**config.mk**
```make
export PLATFORM = sky130hd
export DESIGN_NAME = gregorian_date_add_days_unit
export DESIGN_NICKNAME = d
export VERILOG_FILES = /design/src/hdl/gdad_pkg.sv /design/src/hdl/gdad_ctrl.sv /design/src/hdl/gdad_dpath.sv /design/src/hdl/gregorian_date_add_days_unit.sv
export SDC_FILE = /design/constraint.sdc
export NUM_CORES = 1
export LEC_CHECK = 0
export BUFFER_PORTS_ARGS = -buffer_cell sky130_fd_sc_hd__buf_2
export CORE_MARGIN = 2
export CORE_UTILIZATION = 50
export CTS_CLUSTER_DIAMETER = 60
export DETAILED_ROUTE_END_ITERATION = 10
export PLACE_DENSITY = 0.68
export SLEW_MARGIN = 20
export SYNTH_ARGS = -nofsm -noshare
export SYNTH_HDL_FRONTEND = slang
export SYNTH_SLANG_ARGS = --single-unit
export TNS_END_PERCENT = 30
```
**constraint.sdc**
```tcl
create_clock -name i_clk -period 7.5 [get_ports i_clk]
set_input_delay 1.125 -clock i_clk [delete_from_list [all_inputs] [get_ports i_clk]]
set_output_delay 1.125 -clock i_clk [all_outputs]
set_load 0.01 [all_outputs]
```
**src/hdl/gdad_pkg.sv**
```systemverilog
// ============================================================================
// gdad_pkg
// Shared types, constants and calendar functions for the date-advance unit.
// ============================================================================
package gdad_pkg;

    localparam int MAX_NIGHTS_DEF = 2047;
    localparam int NIGHTS_MAX     = 2047;

    localparam int DAY_W   = 5;
    localparam int MONTH_W = 4;
    localparam int YEAR_W  = 14;
    localparam int NRAW_W  = 12;
    localparam int WDAY_W  = 3;
    localparam int K_W     = 7;
    localparam int J_W     = 8;
    localparam int SUM_W   = 11;

    localparam logic [DAY_W-1:0]   DEF_DAY   = 5'd1;
    localparam logic [MONTH_W-1:0] DEF_MONTH = 4'd1;
    localparam logic [YEAR_W-1:0]  DEF_YEAR  = 14'd1900;
    localparam logic [K_W-1:0]     DEF_K     = 7'd0;
    localparam logic [J_W-1:0]     DEF_J     = 8'd19;

    localparam logic [MONTH_W-1:0] MONTH_JAN = 4'd1;
    localparam logic [MONTH_W-1:0] MONTH_FEB = 4'd2;
    localparam logic [MONTH_W-1:0] MONTH_MAR = 4'd3;
    localparam logic [MONTH_W-1:0] MONTH_DEC = 4'd12;

    localparam logic [K_W-1:0] K_LAST = 7'd99;

    localparam logic [12:0] DIV100_MUL   = 13'd5242;
    localparam int          DIV100_SHIFT = 19;

    localparam logic [DAY_W-1:0] MONTH_LEN [0:12] = '{
        5'd0, 5'd31, 5'd28, 5'd31, 5'd30, 5'd31, 5'd30,
        5'd31, 5'd31, 5'd30, 5'd31, 5'd30, 5'd31
    };

    typedef struct packed {
        logic [DAY_W-1:0]          start_day;
        logic [MONTH_W-1:0]        start_month;
        logic [YEAR_W-1:0]         start_year;
        logic signed [NRAW_W-1:0]  nights;
    } t_in;

    typedef struct packed {
        logic                 start_valid;
        logic                 negative_error;
        logic [DAY_W-1:0]     end_day;
        logic [MONTH_W-1:0]   end_month;
        logic [YEAR_W-1:0]    end_year;
        logic [WDAY_W-1:0]    start_weekday;
        logic [WDAY_W-1:0]    end_weekday;
    } t_out;

    typedef enum logic [9:0] {
        S_IDLE  = 10'b0000000001,
        S_DIVE  = 10'b0000000010,
        S_DIVF  = 10'b0000000100,
        S_CHECK = 10'b0000001000,
        S_SSUM  = 10'b0000010000,
        S_SMOD  = 10'b0000100000,
        S_ADV   = 10'b0001000000,
        S_ESUM  = 10'b0010000000,
        S_EMOD  = 10'b0100000000,
        S_DONE  = 10'b1000000000
    } t_state;

    typedef struct packed {
        logic load;
        logic div_est;
        logic div_fix;
        logic check;
        logic wsum;
        logic wmod_start;
        logic wmod_end;
        logic adv;
    } t_cmd;

    typedef struct packed {
        logic n_zero;
    } t_stat;

    function automatic logic f_leap(input logic [K_W-1:0] k, input logic [J_W-1:0] j,
                                    input logic [1:0] y_lo);
        logic r;
        if (k == '0) begin
            r = (j[1:0] == 2'd0);
        end else begin
            r = (y_lo == 2'd0);
        end
        return r;
    endfunction

    function automatic logic [DAY_W-1:0] f_days_in(input logic [MONTH_W-1:0] m,
                                                   input logic leap);
        logic [DAY_W-1:0] r;
        if (m == '0 || m > MONTH_DEC) begin
            r = '0;
        end else if (m == MONTH_FEB && leap) begin
            r = 5'd29;
        end else begin
            r = MONTH_LEN[m];
        end
        return r;
    endfunction

    function automatic logic [5:0] f_zeller_month(input logic [MONTH_W-1:0] m);
        logic [5:0] r;
        case (m)
            4'd1:    r = 6'd36;
            4'd2:    r = 6'd39;
            4'd3:    r = 6'd10;
            4'd4:    r = 6'd13;
            4'd5:    r = 6'd15;
            4'd6:    r = 6'd18;
            4'd7:    r = 6'd20;
            4'd8:    r = 6'd23;
            4'd9:    r = 6'd26;
            4'd10:   r = 6'd28;
            4'd11:   r = 6'd31;
            4'd12:   r = 6'd33;
            default: r = 6'd0;
        endcase
        return r;
    endfunction

endpackage

```
**src/hdl/gdad_ctrl.sv**
```systemverilog
// ============================================================================
// gdad_ctrl
// Sequencer: steps the datapath through split, check, weekday and advance.
// ============================================================================
module gdad_ctrl (
    input  logic             i_clk,
    input  logic             i_rst_n,
    input  logic             start,
    input  gdad_pkg::t_stat  i_stat,
    output logic             busy,
    output logic             o_valid,
    output gdad_pkg::t_cmd   o_cmd
);

    gdad_pkg::t_state r_state;
    gdad_pkg::t_state n_state;

    always_ff @(posedge i_clk) begin
        if (!i_rst_n) begin
            r_state <= gdad_pkg::S_IDLE;
        end else begin
            r_state <= n_state;
        end
    end

    always_comb begin
        n_state = r_state;
        o_cmd   = '0;
        unique case (r_state)
            gdad_pkg::S_IDLE: begin
                if (start) begin
                    o_cmd.load = 1'b1;
                    n_state    = gdad_pkg::S_DIVE;
                end
            end
            gdad_pkg::S_DIVE: begin
                o_cmd.div_est = 1'b1;
                n_state       = gdad_pkg::S_DIVF;
            end
            gdad_pkg::S_DIVF: begin
                o_cmd.div_fix = 1'b1;
                n_state       = gdad_pkg::S_CHECK;
            end
            gdad_pkg::S_CHECK: begin
                o_cmd.check = 1'b1;
                n_state     = gdad_pkg::S_SSUM;
            end
            gdad_pkg::S_SSUM: begin
                o_cmd.wsum = 1'b1;
                n_state    = gdad_pkg::S_SMOD;
            end
            gdad_pkg::S_SMOD: begin
                o_cmd.wmod_start = 1'b1;
                n_state          = gdad_pkg::S_ADV;
            end
            gdad_pkg::S_ADV: begin
                if (i_stat.n_zero) begin
                    n_state = gdad_pkg::S_ESUM;
                end else begin
                    o_cmd.adv = 1'b1;
                end
            end
            gdad_pkg::S_ESUM: begin
                o_cmd.wsum = 1'b1;
                n_state    = gdad_pkg::S_EMOD;
            end
            gdad_pkg::S_EMOD: begin
                o_cmd.wmod_end = 1'b1;
                n_state        = gdad_pkg::S_DONE;
            end
            gdad_pkg::S_DONE: begin
                n_state = gdad_pkg::S_IDLE;
            end
            default: begin
                n_state = gdad_pkg::S_IDLE;
            end
        endcase
    end

    assign busy    = (r_state != gdad_pkg::S_IDLE);
    assign o_valid = (r_state == gdad_pkg::S_DONE);

endmodule

```
**src/hdl/gdad_dpath.sv**
```systemverilog
// ============================================================================
// gdad_dpath
// Date registers, year split by 100, validity check, month-step advance and
// weekday arithmetic.
// ============================================================================
module gdad_dpath #(
    parameter int MAX_NIGHTS = gdad_pkg::MAX_NIGHTS_DEF
) (
    input  logic             i_clk,
    input  gdad_pkg::t_in    i_in,
    input  gdad_pkg::t_cmd   i_cmd,
    output gdad_pkg::t_stat  o_stat,
    output gdad_pkg::t_out   o_result
);

    localparam int NSAT = (MAX_NIGHTS < gdad_pkg::NIGHTS_MAX) ? MAX_NIGHTS
                                                              : gdad_pkg::NIGHTS_MAX;
    localparam int NW   = $clog2(NSAT + 1);

    logic [gdad_pkg::DAY_W-1:0]   r_d;
    logic [gdad_pkg::MONTH_W-1:0] r_m;
    logic [gdad_pkg::YEAR_W-1:0]  r_y;
    logic [gdad_pkg::NRAW_W-1:0]  r_nraw;
    logic [NW-1:0]                r_n;
    logic [gdad_pkg::J_W-1:0]     r_qest;
    logic [gdad_pkg::K_W-1:0]     r_k;
    logic [gdad_pkg::J_W-1:0]     r_j;
    logic                         r_valid;
    logic                         r_neg;
    logic [gdad_pkg::SUM_W-1:0]   r_sum;
    logic [gdad_pkg::WDAY_W-1:0]  r_sw;
    logic [gdad_pkg::WDAY_W-1:0]  r_ew;

    logic [26:0]                  prod;
    logic [gdad_pkg::YEAR_W-1:0]  q100;
    logic [gdad_pkg::YEAR_W-1:0]  rdiv;
    logic                         leap;
    logic [gdad_pkg::DAY_W-1:0]   dim;
    logic                         date_ok;
    logic [NW-1:0]                n_sat;
    logic [gdad_pkg::DAY_W-1:0]   rem;
    logic [11:0]                  n_ext;
    logic [11:0]                  rem_ext;
    logic                         wrap_month;
    logic [gdad_pkg::K_W-1:0]     kz;
    logic [gdad_pkg::J_W-1:0]     jz;
    logic [gdad_pkg::SUM_W-1:0]   sum;
    logic [6:0]                   fold_a;
    logic [4:0]                   fold_b;
    logic [3:0]                   fold_c;
    logic [2:0]                   h;
    logic [gdad_pkg::WDAY_W-1:0]  wday;

    assign prod = 27'(r_y) * 27'(gdad_pkg::DIV100_MUL);
    assign q100 = 14'(14'(r_qest) * 14'd100);
    assign rdiv = r_y - q100;

    assign leap    = gdad_pkg::f_leap(r_k, r_j, r_y[1:0]);
    assign dim     = gdad_pkg::f_days_in(r_m, leap);
    assign date_ok = (r_y != '0) && (r_m >= gdad_pkg::MONTH_JAN) &&
                     (r_m <= gdad_pkg::MONTH_DEC) && (r_d != '0) && (r_d <= dim);

    assign n_sat = (r_nraw[10:0] > 11'(NSAT)) ? NW'(NSAT) : NW'(r_nraw[10:0]);

    assign rem        = dim - r_d;
    assign n_ext      = 12'(r_n);
    assign rem_ext    = 12'(rem);
    assign wrap_month = (n_ext > rem_ext);

    always_comb begin
        kz = r_k;
        jz = r_j;
        if (r_m < gdad_pkg::MONTH_MAR) begin
            if (r_k == '0) begin
                kz = gdad_pkg::K_LAST;
                jz = r_j - 8'd1;
            end else begin
                kz = r_k - 7'd1;
            end
        end
    end

    assign sum = 11'(r_d) + 11'(gdad_pkg::f_zeller_month(r_m)) + 11'(kz) +
                 11'(kz[6:2]) + 11'(jz[7:2]) + 11'({jz, 2'b00}) + 11'(jz);

    assign fold_a = 7'(r_sum[10:6]) + 7'(r_sum[5:0]);
    assign fold_b = 5'(fold_a[6:3]) + 5'(fold_a[2:0]);
    assign fold_c = 4'(fold_b[4:3]) + 4'(fold_b[2:0]);
    assign h      = (fold_c >= 4'd7) ? 3'(fold_c - 4'd7) : fold_c[2:0];
    assign wday   = (h == 3'd0) ? 3'd6 : h - 3'd1;

    always_ff @(posedge i_clk) begin
        if (i_cmd.load) begin
            r_d    <= i_in.start_day;
            r_m    <= i_in.start_month;
            r_y    <= i_in.start_year;
            r_nraw <= i_in.nights;
        end else if (i_cmd.check) begin
            r_valid <= date_ok;
            r_neg   <= r_nraw[11];
            r_n     <= r_nraw[11] ? '0 : n_sat;
            if (!date_ok) begin
                r_d <= gdad_pkg::DEF_DAY;
                r_m <= gdad_pkg::DEF_MONTH;
                r_y <= gdad_pkg::DEF_YEAR;
                r_k <= gdad_pkg::DEF_K;
                r_j <= gdad_pkg::DEF_J;
            end
        end else if (i_cmd.adv) begin
            if (wrap_month) begin
                r_n <= NW'(n_ext - rem_ext - 12'd1);
                r_d <= gdad_pkg::DEF_DAY;
                if (r_m == gdad_pkg::MONTH_DEC) begin
                    r_m <= gdad_pkg::MONTH_JAN;
                    r_y <= r_y + 14'd1;
                    if (r_k == gdad_pkg::K_LAST) begin
                        r_k <= '0;
                        r_j <= r_j + 8'd1;
                    end else begin
                        r_k <= r_k + 7'd1;
                    end
                end else begin
                    r_m <= r_m + 4'd1;
                end
            end else begin
                r_n <= '0;
                r_d <= 5'(12'(r_d) + n_ext);
            end
        end

        if (i_cmd.div_est) begin
            r_qest <= prod[26:gdad_pkg::DIV100_SHIFT];
        end
        if (i_cmd.div_fix) begin
            if (rdiv >= 14'd100) begin
                r_k <= 7'(rdiv - 14'd100);
                r_j <= r_qest + 8'd1;
            end else begin
                r_k <= 7'(rdiv);
                r_j <= r_qest;
            end
        end
        if (i_cmd.wsum) begin
            r_sum <= sum;
        end
        if (i_cmd.wmod_start) begin
            r_sw <= wday;
        end
        if (i_cmd.wmod_end) begin
            r_ew <= wday;
        end
    end

    assign o_stat.n_zero = (r_n == '0);

    assign o_result.start_valid    = r_valid;
    assign o_result.negative_error = r_neg;
    assign o_result.end_day        = r_d;
    assign o_result.end_month      = r_m;
    assign o_result.end_year       = r_y;
    assign o_result.start_weekday  = r_sw;
    assign o_result.end_weekday    = r_ew;

endmodule

```
**src/hdl/gregorian_date_add_days_unit.sv**
```systemverilog
// ============================================================================
// gregorian_date_add_days_unit
// Checks a start date, advances it by a count of nights and gives the
// weekday of both dates.
// ============================================================================
// Raise start for one cycle while busy is low to hand in a beat; busy stays
// high until the result beat has gone out. The result appears on o_result
// with o_valid high for exactly one cycle, once the unit has split the year,
// checked the date, found the start weekday, advanced the date one month
// boundary per step until the nights left fit in the month, and found the
// end weekday; at most 2047 nights (or MAX_NIGHTS, if smaller) are counted.
// The next beat is taken the cycle after the result. The result must be
// captured when o_valid is high: it cannot be held off.
module gregorian_date_add_days_unit #(
    parameter int MAX_NIGHTS = gdad_pkg::MAX_NIGHTS_DEF
) (
    input  logic            i_clk,
    input  logic            i_rst_n,
    input  logic            start,
    output logic            busy,
    input  gdad_pkg::t_in   i_in,
    output gdad_pkg::t_out  o_result,
    output logic            o_valid
);

    gdad_pkg::t_cmd  cmd;
    gdad_pkg::t_stat stat;

    gdad_ctrl u_ctrl (
        .i_clk   (i_clk),
        .i_rst_n (i_rst_n),
        .start   (start),
        .i_stat  (stat),
        .busy    (busy),
        .o_valid (o_valid),
        .o_cmd   (cmd)
    );

    gdad_dpath #(
        .MAX_NIGHTS (MAX_NIGHTS)
    ) u_dpath (
        .i_clk    (i_clk),
        .i_in     (i_in),
        .i_cmd    (cmd),
        .o_stat   (stat),
        .o_result (o_result)
    );

`ifndef SYNTH
    a_accept_busy: assert property (@(posedge i_clk) disable iff (!i_rst_n)
        (start && !busy) |=> busy)
        else $error("busy not raised after accepted beat");

    a_single_pulse: assert property (@(posedge i_clk) disable iff (!i_rst_n)
        o_valid |=> !o_valid)
        else $error("result strobe longer than one cycle");

    a_valid_busy: assert property (@(posedge i_clk) disable iff (!i_rst_n)
        o_valid |-> busy)
        else $error("result strobe while idle");

    a_end_date: assert property (@(posedge i_clk) disable iff (!i_rst_n)
        o_valid |-> (o_result.end_day != 5'd0) && (o_result.end_month != 4'd0) &&
                    (o_result.end_month <= 4'd12) && (o_result.end_weekday <= 3'd6))
        else $error("end date out of range");

    a_neg_same_day: assert property (@(posedge i_clk) disable iff (!i_rst_n)
        (o_valid && o_result.negative_error) |->
            (o_result.end_weekday == o_result.start_weekday))
        else $error("negative count changed the weekday");
`endif

endmodule
```
==> flow_summary.json, run 1 <==
{
  "outcome": "finished clean",
  "cts_post_setup_buffers_inserted": 0,
  "final.setup.tns_ns": 0,
  "ctsHoldBuffers": 0,
  "drt_wl_total_um": 24800,
  "grt_setup_unrepaired": "false",
  "clk-insertion-delay-late_ns": 0.36,
  "critical_path_required_ns": 7.75,
  "stdcell_area_um2": 12800,
  "synth_top_cells_by_area": "edfxtp_1 22%, ha_1 22%, fa_1 14%",
  "syn-cell-area_um2": 11800,
  "count_of_flip_flops_with_a_built_in_enable_after_synthesis": 88,
  "worst_path_max_delay_cell": "o22ai_2",
  "tritoncts_clock_tree": "built",
  "cp_max_fo": 13,
  "drtPass1Iterations": 5,
  "synth_cells": 1180,
  "filler_cell_count": 2078,
  "critical_path.most_common_cell": "inv_1",
  "fin_worst_hold_slack_ns": 0.485,
  "yosysMostFrequentCell": "ha_1",
  "die-width_um": 158,
  "hold_path.class": "reg2reg",
  "async_flop_share_pct": 0,
  "drt_iter0_markers": 573,
  "grt.total_usage_pct": 20.7,
  "io_pins": 71,
  "post_cts_resized": 0,
  "clkSlewWorstSetupHoldPaths_ns": 0.08,
  "timing.max_cap.violations": 0,
  "drcViolationCount": 0,
  "multi_input_comb_area_um2": 8120,
  "synthesized_area_per_cell_um2": 10.0,
  "dpl_cell_area_um2": 12500,
  "layout_min_cycle_time_ns": 5.84,
  "post_synth_num_cell_types": 77,
  "cts_max_level": 3,
  "postSynth.topFlopCell": "edfxtp_1",
  "postRouteAntennaNets": 0,
  "clock-skew-final_ns": 0.0162,
  "synth_fp_nets": 1512,
  "rr_worst_depth": 27,
  "setup.worst_path.class": "reg2reg",
  "timing.critical_path.from_type": "flop",
  "yosysTopAreaCell": "edfxtp_1",
  "synth-seq-cells": 104,
  "cts_buffer_depth": 2,
  "initial_core_util_pct": 50.7,
  "finish.net_count": 1574,
  "die_h_um": 158,
  "clock.fmax_mhz": 171,
  "synth.top_cells.by_count": "209 x ha_1, 168 x inv_1, 88 x edfxtp_1, 85 x fa_1, 74 x xnor2_1",
  "cts_num_sinks": 104,
  "gp_congestion": 0.844,
  "setup_violations": 0,
  "average_routed_wire_per_standard_cell_um": 15.8,
  "dp_hpwl_um": 20000,
  "power_density_nw_per_um2": 275,
  "arr_time_crit_path_ns": 6.09,
  "cpPeakStageDelay_ns": 0.63,
  "layout_area_overhead_pct": 8.27,
  "worst_ir_drop_vdd_v": 0.000202,
  "setup.worst_path.end_class": "flop",
  "slew-limit-headroom_pct": 36.1,
  "viasPerCell": 5.37,
  "worstSetupStartpoint": "u_dpath.r_y[0]",
  "final-seq-area_um2": 2960,
  "synth_top_area_share_pct": 22.3,
  "core_region_area_um2": 23300,
  "final_layout_size_suffix_gt1_share_pct": 9.94,
  "grt_first_pass_wirelength_um": 40600,
  "antenna_violations_before_repair": 0,
  "power.static_leakage_nw": 5.90,
  "via_count_of_the_first_global_routing_pass": 8365,
  "die_area_um2": 24900,
  "hold_viol_final": 0,
  "r2r_start": "u_dpath.r_y[0]",
  "worst-slew-pin-transition_ns": 0.959,
  "io_buffer_count": 70,
  "cts_root_buf": "clkbuf_16",
  "grt_overflow": 0,
  "cts_made_buffers": 9,
  "diodes": 0,
  "period_utilisation_layout_pct": 77.9,
  "grt_max_degree": 52,
  "yosys_warns": 0,
  "timing.final.max_slew_violations": 0,
  "via_count": 8409,
  "placement_rows": 56,
  "regToRegSetupSlack_ns": 1.66,
  "post_synthesis_sequential_area_ratio_pct": 25.0
}
[state kept, by name, indices dropped and copies added, names as in the netlist, named ones only]
signal,count
u_dpath.r_ew,3
u_dpath.r_y,14
u_ctrl.r_state,10
u_dpath.r_sum,11
u_dpath.r_neg,1
u_dpath.r_n,11
u_dpath.r_d,5
u_dpath.r_sw,3
u_dpath.r_j,8
u_dpath.r_nraw,12
u_dpath.r_m,4
u_dpath.r_k,7
u_dpath.r_qest,8
u_dpath.r_valid,1
[logic make-up (layout without fill, tap and decap cells)]
kind of cell               after synthesis  in the layout  synth area share [%]
adders and majority gates              296            296                  36.7
DFF                                    104            104                  25.0
xor gates and xnor gates               104            104                  7.70
buffers and inverters                  191            258                  6.35
AOI/OAI and AO/OA                      200            200                  10.9
and+or+nand+nor                        270            270                  11.9
muxes                                   15             15                  1.45
[stage by stage]
step	util, %	power, mW	cells	worst slack [ns]
global placement	53.5	2.97	1550	1.78
finish	54.9	3.53	1566	1.66
floorplan	-	2.57	1180	1.98
detailed placement	53.5	3.03	1550	1.66
CTS	54.9	3.56	1566	1.63
global route	54.9	3.90	1566	1.18
[worst min path at each step]
| stage | startpoint | cells after the start | slack, ns | end |
|---|---|---|---|---|
| floorplan | u_dpath.r_nraw[11] | 0 | 0.43 | u_dpath.r_neg |
| global placement | u_dpath.r_nraw[11] | 0 | 0.46 | u_dpath.r_neg |
| detailed placement | u_dpath.r_nraw[11] | 0 | 0.47 | u_dpath.r_neg |
| CTS | u_dpath.r_nraw[11] | 0 | 0.49 | u_dpath.r_neg |
| global route | u_dpath.r_nraw[11] | 0 | 0.51 | u_dpath.r_neg |
| finish | u_dpath.r_nraw[11] | 0 | 0.49 | u_dpath.r_neg |
[cells in the final DEF (no fill, tap or decap), types with 30 or more instances in the layout]
cell type and n:
xor2_1 30, o21ai_0 45, xnor2_1 74, edfxtp_1 88, inv_1 168, buf_2 70
a21oi_1 63, ha_1 209, fa_1 85, nand2_1 66, nor2_1 64
[layer usage]
metal,up-vias,wire (µm),track usage (%)
li1,4206,-,-
met1,4046,11500,27.8
met2,135,12200,35.9
met3,22,703,2.05
met4,0,321,5.19
met5,-,0,0
[layout make-up]
| class | count | area share, % |
|---|---|---|
| Sequential cell | 104 | 23.1 |
| Clock buffer | 10 | 1.79 |
| Timing Repair Buffer | 73 | 2.91 |
| Inverter | 169 | 4.95 |
| Clock inverter | 6 | 0.674 |
| Multi-Input combinational cell | 885 | 63.4 |
| Tap cell | 319 | 3.12 |
[where the power goes]
part	total [mW]	internal, mW	switching (mW)
Combinational	2.21	1.01	1.21
Clock	0.506	0.269	0.237
Sequential	0.808	0.753	0.0553
[critical path: cells and delay by family, from the launching register on]
kind / cells / cell delay (ns)
flip-flops: 1 / 0.51
adder cells (fa/ha/maj): 5 / 1.53
multiplexers: 1 / 0.34
XOR/XNOR: 1 / 0.09
AO/OA/AOI/OAI: 9 / 2.03
AND/OR/NAND/NOR: 6 / 0.75
buffers and inverters: 5 / 0.46
Note: power is estimated with default switching activity, not from simulation.
==> inputs of run 2 (changes only) <==
==> constraint.sdc (replaced) <==
create_clock -name i_clk -period 6 [get_ports i_clk]
set_input_delay 0.9 -clock i_clk [delete_from_list [all_inputs] [get_ports i_clk]]
set_output_delay 0.9 -clock i_clk [all_outputs]
set_load 0.01 [all_outputs]
==> run 2 against run 1 <==
Against the previous run:
- clock skew is 0.0019 ns lower
- highest routed layer unchanged
- die area did not move
- critical path depth decreased by 5
- non-clock buffer count rose by 16
- worst hold slack got worse by 0.012 ns
- fmax is 3.1% higher
- final cell count grew 1.0%
- combinational power up 28%
==> flow_summary.json, run 2 (synthesized netlist as in run 1, its figures left out) <==
{
  "outcome": "finished clean",
  "clkSlewWorstSetupHoldPaths_ns": 0.08,
  "viasPerCell": 5.29,
  "worst-slew-pin-transition_ns": 0.746,
  "final_cell_mix": "208 x ha_1, 168 x inv_1, 88 x edfxtp_1",
  "timing.critical_path.from_type": "flop",
  "timing.max_cap.violations": 0,
  "drtPass1Iterations": 7,
  "average_routed_wire_per_standard_cell_um": 15.7,
  "diodes": 0,
  "initial_core_util_pct": 50.7,
  "cts_made_buffers": 9,
  "io_buffer_count": 70,
  "grt_max_degree": 35,
  "clock-skew-final_ns": 0.0143,
  "arr_time_crit_path_ns": 5.77,
  "die_h_um": 158,
  "power_density_nw_per_um2": 343,
  "setup.worst_path.class": "reg2reg",
  "place_inst": 1560,
  "clock.fmax_mhz": 176,
  "grt_first_pass_wirelength_um": 40600,
  "grt_overflow": 0,
  "dpl_cell_area_um2": 12600,
  "instances_no_fill": 1582,
  "cts_num_sinks": 104,
  "drcViolationCount": 0,
  "largest_register": "u_dpath.r_y",
  "cts_buffer_depth": 2,
  "filler_cell_count": 2081,
  "cp_max_fo": 7,
  "timing.final.max_slew_violations": 0,
  "dp_hpwl_um": 20100,
  "layout_min_cycle_time_ns": 5.67,
  "stdcell_area_um2": 12900,
  "place_ws_ns": 0.173,
  "gp_congestion": 0.855,
  "setup_violations": 0,
  "drt_wl_total_um": 24800,
  "final_layout_size_suffix_gt1_share_pct": 11.4,
  "tritoncts_clock_tree": "built",
  "report.power.total_mw": 4.43,
  "ctsHoldBuffers": 0,
  "cts_max_level": 3,
  "mostFrequentLayoutCell": "ha_1",
  "via_count_of_the_first_global_routing_pass": 8378,
  "die_area_um2": 24900,
  "setup.worst_path.end_class": "flop",
  "power.static_leakage_nw": 5.98,
  "worst_ir_drop_vdd_v": 0.000269,
  "critical_path_required_ns": 6.10,
  "antenna_violations_before_repair": 0,
  "finish.net_count": 1590,
  "hold_path.class": "reg2reg",
  "clk-insertion-delay-late_ns": 0.35,
  "reg.largest.list": "u_dpath.r_y: 14 flops, u_dpath.r_nraw: 12 flops",
  "fin_worst_hold_slack_ns": 0.473,
  "rr_worst_depth": 22,
  "die-width_um": 158,
  "postRouteAntennaNets": 0,
  "finalCoreUtilization_pct": 55.5,
  "largest_reg_flops": 14,
  "io_pins": 71,
  "via_count": 8364,
  "grt.total_usage_pct": 20.6,
  "min_path_cells": 0,
  "hold_viol_final": 0,
  "layout_area_overhead_pct": 9.39,
  "final.setup.tns_ns": 0,
  "cts_root_buf": "clkbuf_16",
  "final_critical_path_setup_slack_ns": 0.332,
  "placement_rows": 56,
  "drt_iter0_markers": 409,
  "period_utilisation_layout_pct": 94.5,
  "core_region_area_um2": 23300,
  "slew-limit-headroom_pct": 50.3
}
==> run 2: per-layer routing <==
metal  vias up  wire length [µm]  track usage, %
met5         -                 0               0
met4         0               221            3.85
met3        19               917            2.41
met2       154             12400            36.5
li1       4246                 -               -
met1      3945             11300            27.3
==> run 2: critical path: stages (launching register included) <==
cell and delay [ns]:
edfxtp_1 0.47, ha_2 0.24, nor3_4 0.29, nand4_1 0.26, or4_4 0.48, or3_1 0.38, xnor2_2 0.20, fa_1 0.56
inv_1 0.05, fa_1 0.47, inv_1 0.05, fa_1 0.57, inv_1 0.07, fa_1 0.45, inv_1 0.07, a21oi_1 0.06
o21bai_1 0.18, a21oi_1 0.09, nor2_1 0.13, o21ai_0 0.09, nand2b_1 0.07, a21oi_1 0.07, xnor2_1 0.12
==> run 2: cell type report <==
class                   count  area, µm²  area share, %
clock inverters             7       85.1          0.658
repair buffers             89        493           3.81
well taps                 319        399           3.08
inverters                 169        634           4.90
multi-input cells         885       8140           62.9
flip-flops and latches    104       2960           22.9
clock buffers               9        225           1.74
==> run 2: worst paths after layout <==
kind	from	endpoint	slack, ns
max	u_dpath.r_m[1]	u_dpath.r_sum[10]	0.33
min	u_dpath.r_nraw[11]	u_dpath.r_neg	0.47
max reg2reg	u_dpath.r_m[1]	u_dpath.r_sum[10]	0.33
min reg2reg	u_dpath.r_nraw[11]	u_dpath.r_neg	0.47
==> run 2: what timing repair did <==
item | in CTS | in global routing
endpoints found under the setup margin | 0 | 4
setup buffers | 0 | 6
gates resized for setup | 0 | 5
==> run 2: report_power, final <==
part / total (mW) / switching (mW) / internal, mW
sequential: 0.996 / 0.0554 / 0.941
clock: 0.601 / 0.303 / 0.298
combinational: 2.83 / 1.54 / 1.29
==> inputs of run 3 (changes only) <==
--- a/config.mk
+++ b/config.mk
@@ -10,6 +10,7 @@
 export CORE_UTILIZATION = 50
 export CTS_CLUSTER_DIAMETER = 60
 export DETAILED_ROUTE_END_ITERATION = 10
+export MAX_ROUTING_LAYER = met4
 export PLACE_DENSITY = 0.68
 export SLEW_MARGIN = 20
 export SYNTH_ARGS = -nofsm -noshare
==> run 3 against run 2 <==
Against the previous run:
- flip-flop and latch count did not move
- largest power group unchanged
- first-iteration DRC count decreased by 2.0%
- utilization is the same
- sequential share of layout area did not move
- count of clock-buffer cells in the layout did not move
- sequential power about the same
- via count decreased by 0.16%
- critical endpoint unchanged
==> flow_summary.json, run 3 (synthesized netlist as in run 1, its figures left out) <==
{
  "antenna_violations_before_repair": 0,
  "cts_max_level": 3,
  "ctsHoldBuffers": 0,
  "io_pins": 71,
  "viasPerCell": 5.28,
  "slew-limit-headroom_pct": 50.3,
  "timing.max_cap.violations": 0,
  "cpPeakStageDelay_ns": 0.57,
  "final_layout_size_suffix_gt1_share_pct": 11.4,
  "die_h_um": 158,
  "largest_register": "u_dpath.r_y",
  "rr_worst_depth": 22,
  "average_routed_wire_per_standard_cell_um": 15.7,
  "reg.largest.list": "u_dpath.r_y: 14 flops, u_dpath.r_nraw: 12 flops",
  "outcome": "finished clean",
  "layout_area_overhead_pct": 9.39,
  "die_area_um2": 24900,
  "cts_buffer_depth": 2,
  "globalRouteMet2Util_pct": 36.4,
  "regToRegSetupSlack_ns": 0.33,
  "timing.rr.end": "u_dpath.r_sum[10]",
  "mostFrequentLayoutCell": "ha_1",
  "clock-skew-final_ns": 0.0144,
  "final.setup.tns_ns": 0,
  "cts_num_sinks": 104,
  "grt.total_usage_pct": 21.2,
  "timing.critical_path.buf_inv": 4,
  "multi_input_comb_area_um2": 8140,
  "setup.worst_path.class": "reg2reg",
  "worstSetupStartpoint": "u_dpath.r_m[1]",
  "layout_min_cycle_time_ns": 5.67,
  "via_count_of_the_first_global_routing_pass": 8372,
  "grt_max_degree": 35,
  "core_region_area_um2": 23300,
  "worst_path_max_delay_cell": "fa_1",
  "power.static_leakage_nw": 5.98,
  "clkSlewWorstSetupHoldPaths_ns": 0.08,
  "drcViolationCount": 0,
  "via_count": 8351,
  "cts_root_buf": "clkbuf_16",
  "grt_most_used_layer": "met2",
  "final_cell_mix": "208 x ha_1, 168 x inv_1, 88 x edfxtp_1",
  "drt_wl_total_um": 24800,
  "fin_worst_hold_slack_ns": 0.467,
  "largest_reg_flops": 14,
  "dp_hpwl_um": 20100,
  "grt_use_met1_pct": 27.4,
  "timing.final.max_slew_violations": 0,
  "placement_rows": 56,
  "critical_path_sink": "u_dpath.r_sum[10]",
  "drt_iter0_markers": 401,
  "cp_max_fo": 7,
  "report.power.total_mw": 4.43,
  "finish.net_count": 1590,
  "use_met3_pct": 2.38,
  "hold_viol_final": 0,
  "filler_cell_count": 2081,
  "power_density_nw_per_um2": 343,
  "cpLargestDelayFamily": "adder cells",
  "arr_time_crit_path_ns": 5.78,
  "io_buffer_count": 70,
  "hold_path.class": "reg2reg",
  "drtPass1Iterations": 5,
  "cp.depth": 22,
  "final-seq-area_um2": 2960,
  "tritoncts_clock_tree": "built",
  "critical_path_required_ns": 6.11,
  "timing.critical_path.from_type": "flop",
  "worst_ir_drop_vdd_v": 0.000269,
  "cts_made_buffers": 9,
  "diodes": 0,
  "initial_core_util_pct": 50.7,
  "die-width_um": 158,
  "clock.fmax_mhz": 176,
  "setup.worst_path.end_class": "flop",
  "period_utilisation_layout_pct": 94.5,
  "setup_violations": 0,
  "clk-insertion-delay-late_ns": 0.35,
  "postRouteAntennaNets": 0,
  "grt_overflow": 0,
  "worstPathCellList": "ha_2 > nor3_4 > nand4_1 > or4_4 > or3_1 > xnor2_2 > fa_1 > inv_1 > fa_1 > inv_1 > fa_1 > inv_1 > fa_1 > inv_1 > a21oi_1 > o21bai_1 > a21oi_1 > nor2_1 > o21ai_0 > nand2b_1 > a21oi_1 > xnor2_1",
  "grt_first_pass_wirelength_um": 40700,
  "r2r_start": "u_dpath.r_m[1]",
  "worst-slew-pin-transition_ns": 0.745,
  "gp_congestion": 0.869
}
run 3: cell counts in the layout (fill, tap and decap cells not counted):
Identical to the previous run, type by type.
run 3: layer usage:
| metal | vias to the layer above | share of wire (%) |
|---|---|---|
| li1 | 4238 | - |
| met1 | 3958 | 46 |
| met2 | 136 | 50 |
| met3 | 19 | 3.3 |
| met4 | 0 | 0.88 |
| met5 | - | 0 |
run 3: through the flow:
| step | cell area (µm²) | cells | utilization, % | setup slack [ns] |
|---|---|---|---|---|
| after floorplan | 11800 | 1180 | - | 0.483 |
| after global placement | 12600 | 1560 | 53.9 | 0.335 |
| after detailed placement | 12600 | 1560 | 53.9 | 0.173 |
| after CTS | 12900 | 1576 | 55.2 | 0.180 |
| after global routing | 12900 | 1582 | 55.5 | -0.00495 |
| final | 12900 | 1582 | 55.5 | 0.330 |
run 3: report_power, final:
part	switching [mW]	internal, mW	leakage (nW)
clock	0.303	0.298	0.146
combinational	1.54	1.29	4.89
sequential	0.0555	0.941	0.937
run 3: worst min-delay path by stage:
stage	from	endpoint	slack, ns	cells after the start
6_report	u_dpath.r_nraw[11]	u_dpath.r_neg	0.47	0
2_1_floorplan	u_dpath.r_nraw[11]	u_dpath.r_neg	0.43	0
3_5_place_dp	u_dpath.r_nraw[11]	u_dpath.r_neg	0.45	0
4_1_cts	u_dpath.r_nraw[11]	u_dpath.r_neg	0.47	0
5_1_grt	u_dpath.r_nraw[11]	u_dpath.r_neg	0.49	0
3_3_place_gp	u_dpath.r_nraw[11]	u_dpath.r_neg	0.44	0
run 3: worst reg2reg max path, delay by kind of cell (launching register included):
family          cells  cell delay [ns]
fa+ha+maj           5             2.29
simple gates        6             1.61
compound gates      5             0.49
flops               1             0.47
xor+xnor            2             0.32
buf+inv             4             0.24
run 3: layout make-up:
cell class,instances,share of cell area (%)
clock inverter,7,0.658
tap,319,3.08
sequential,104,22.9
inverter,169,4.90
clock buffer,9,1.74
timing repair buffer,89,3.81
multi-input combinational,885,62.9
run 3: repair_timing:
action,CTS,global route
endpoints found under the hold margin,0,0
gates resized for setup,0,5
endpoints found under the setup margin,0,4
setup buffers,0,6
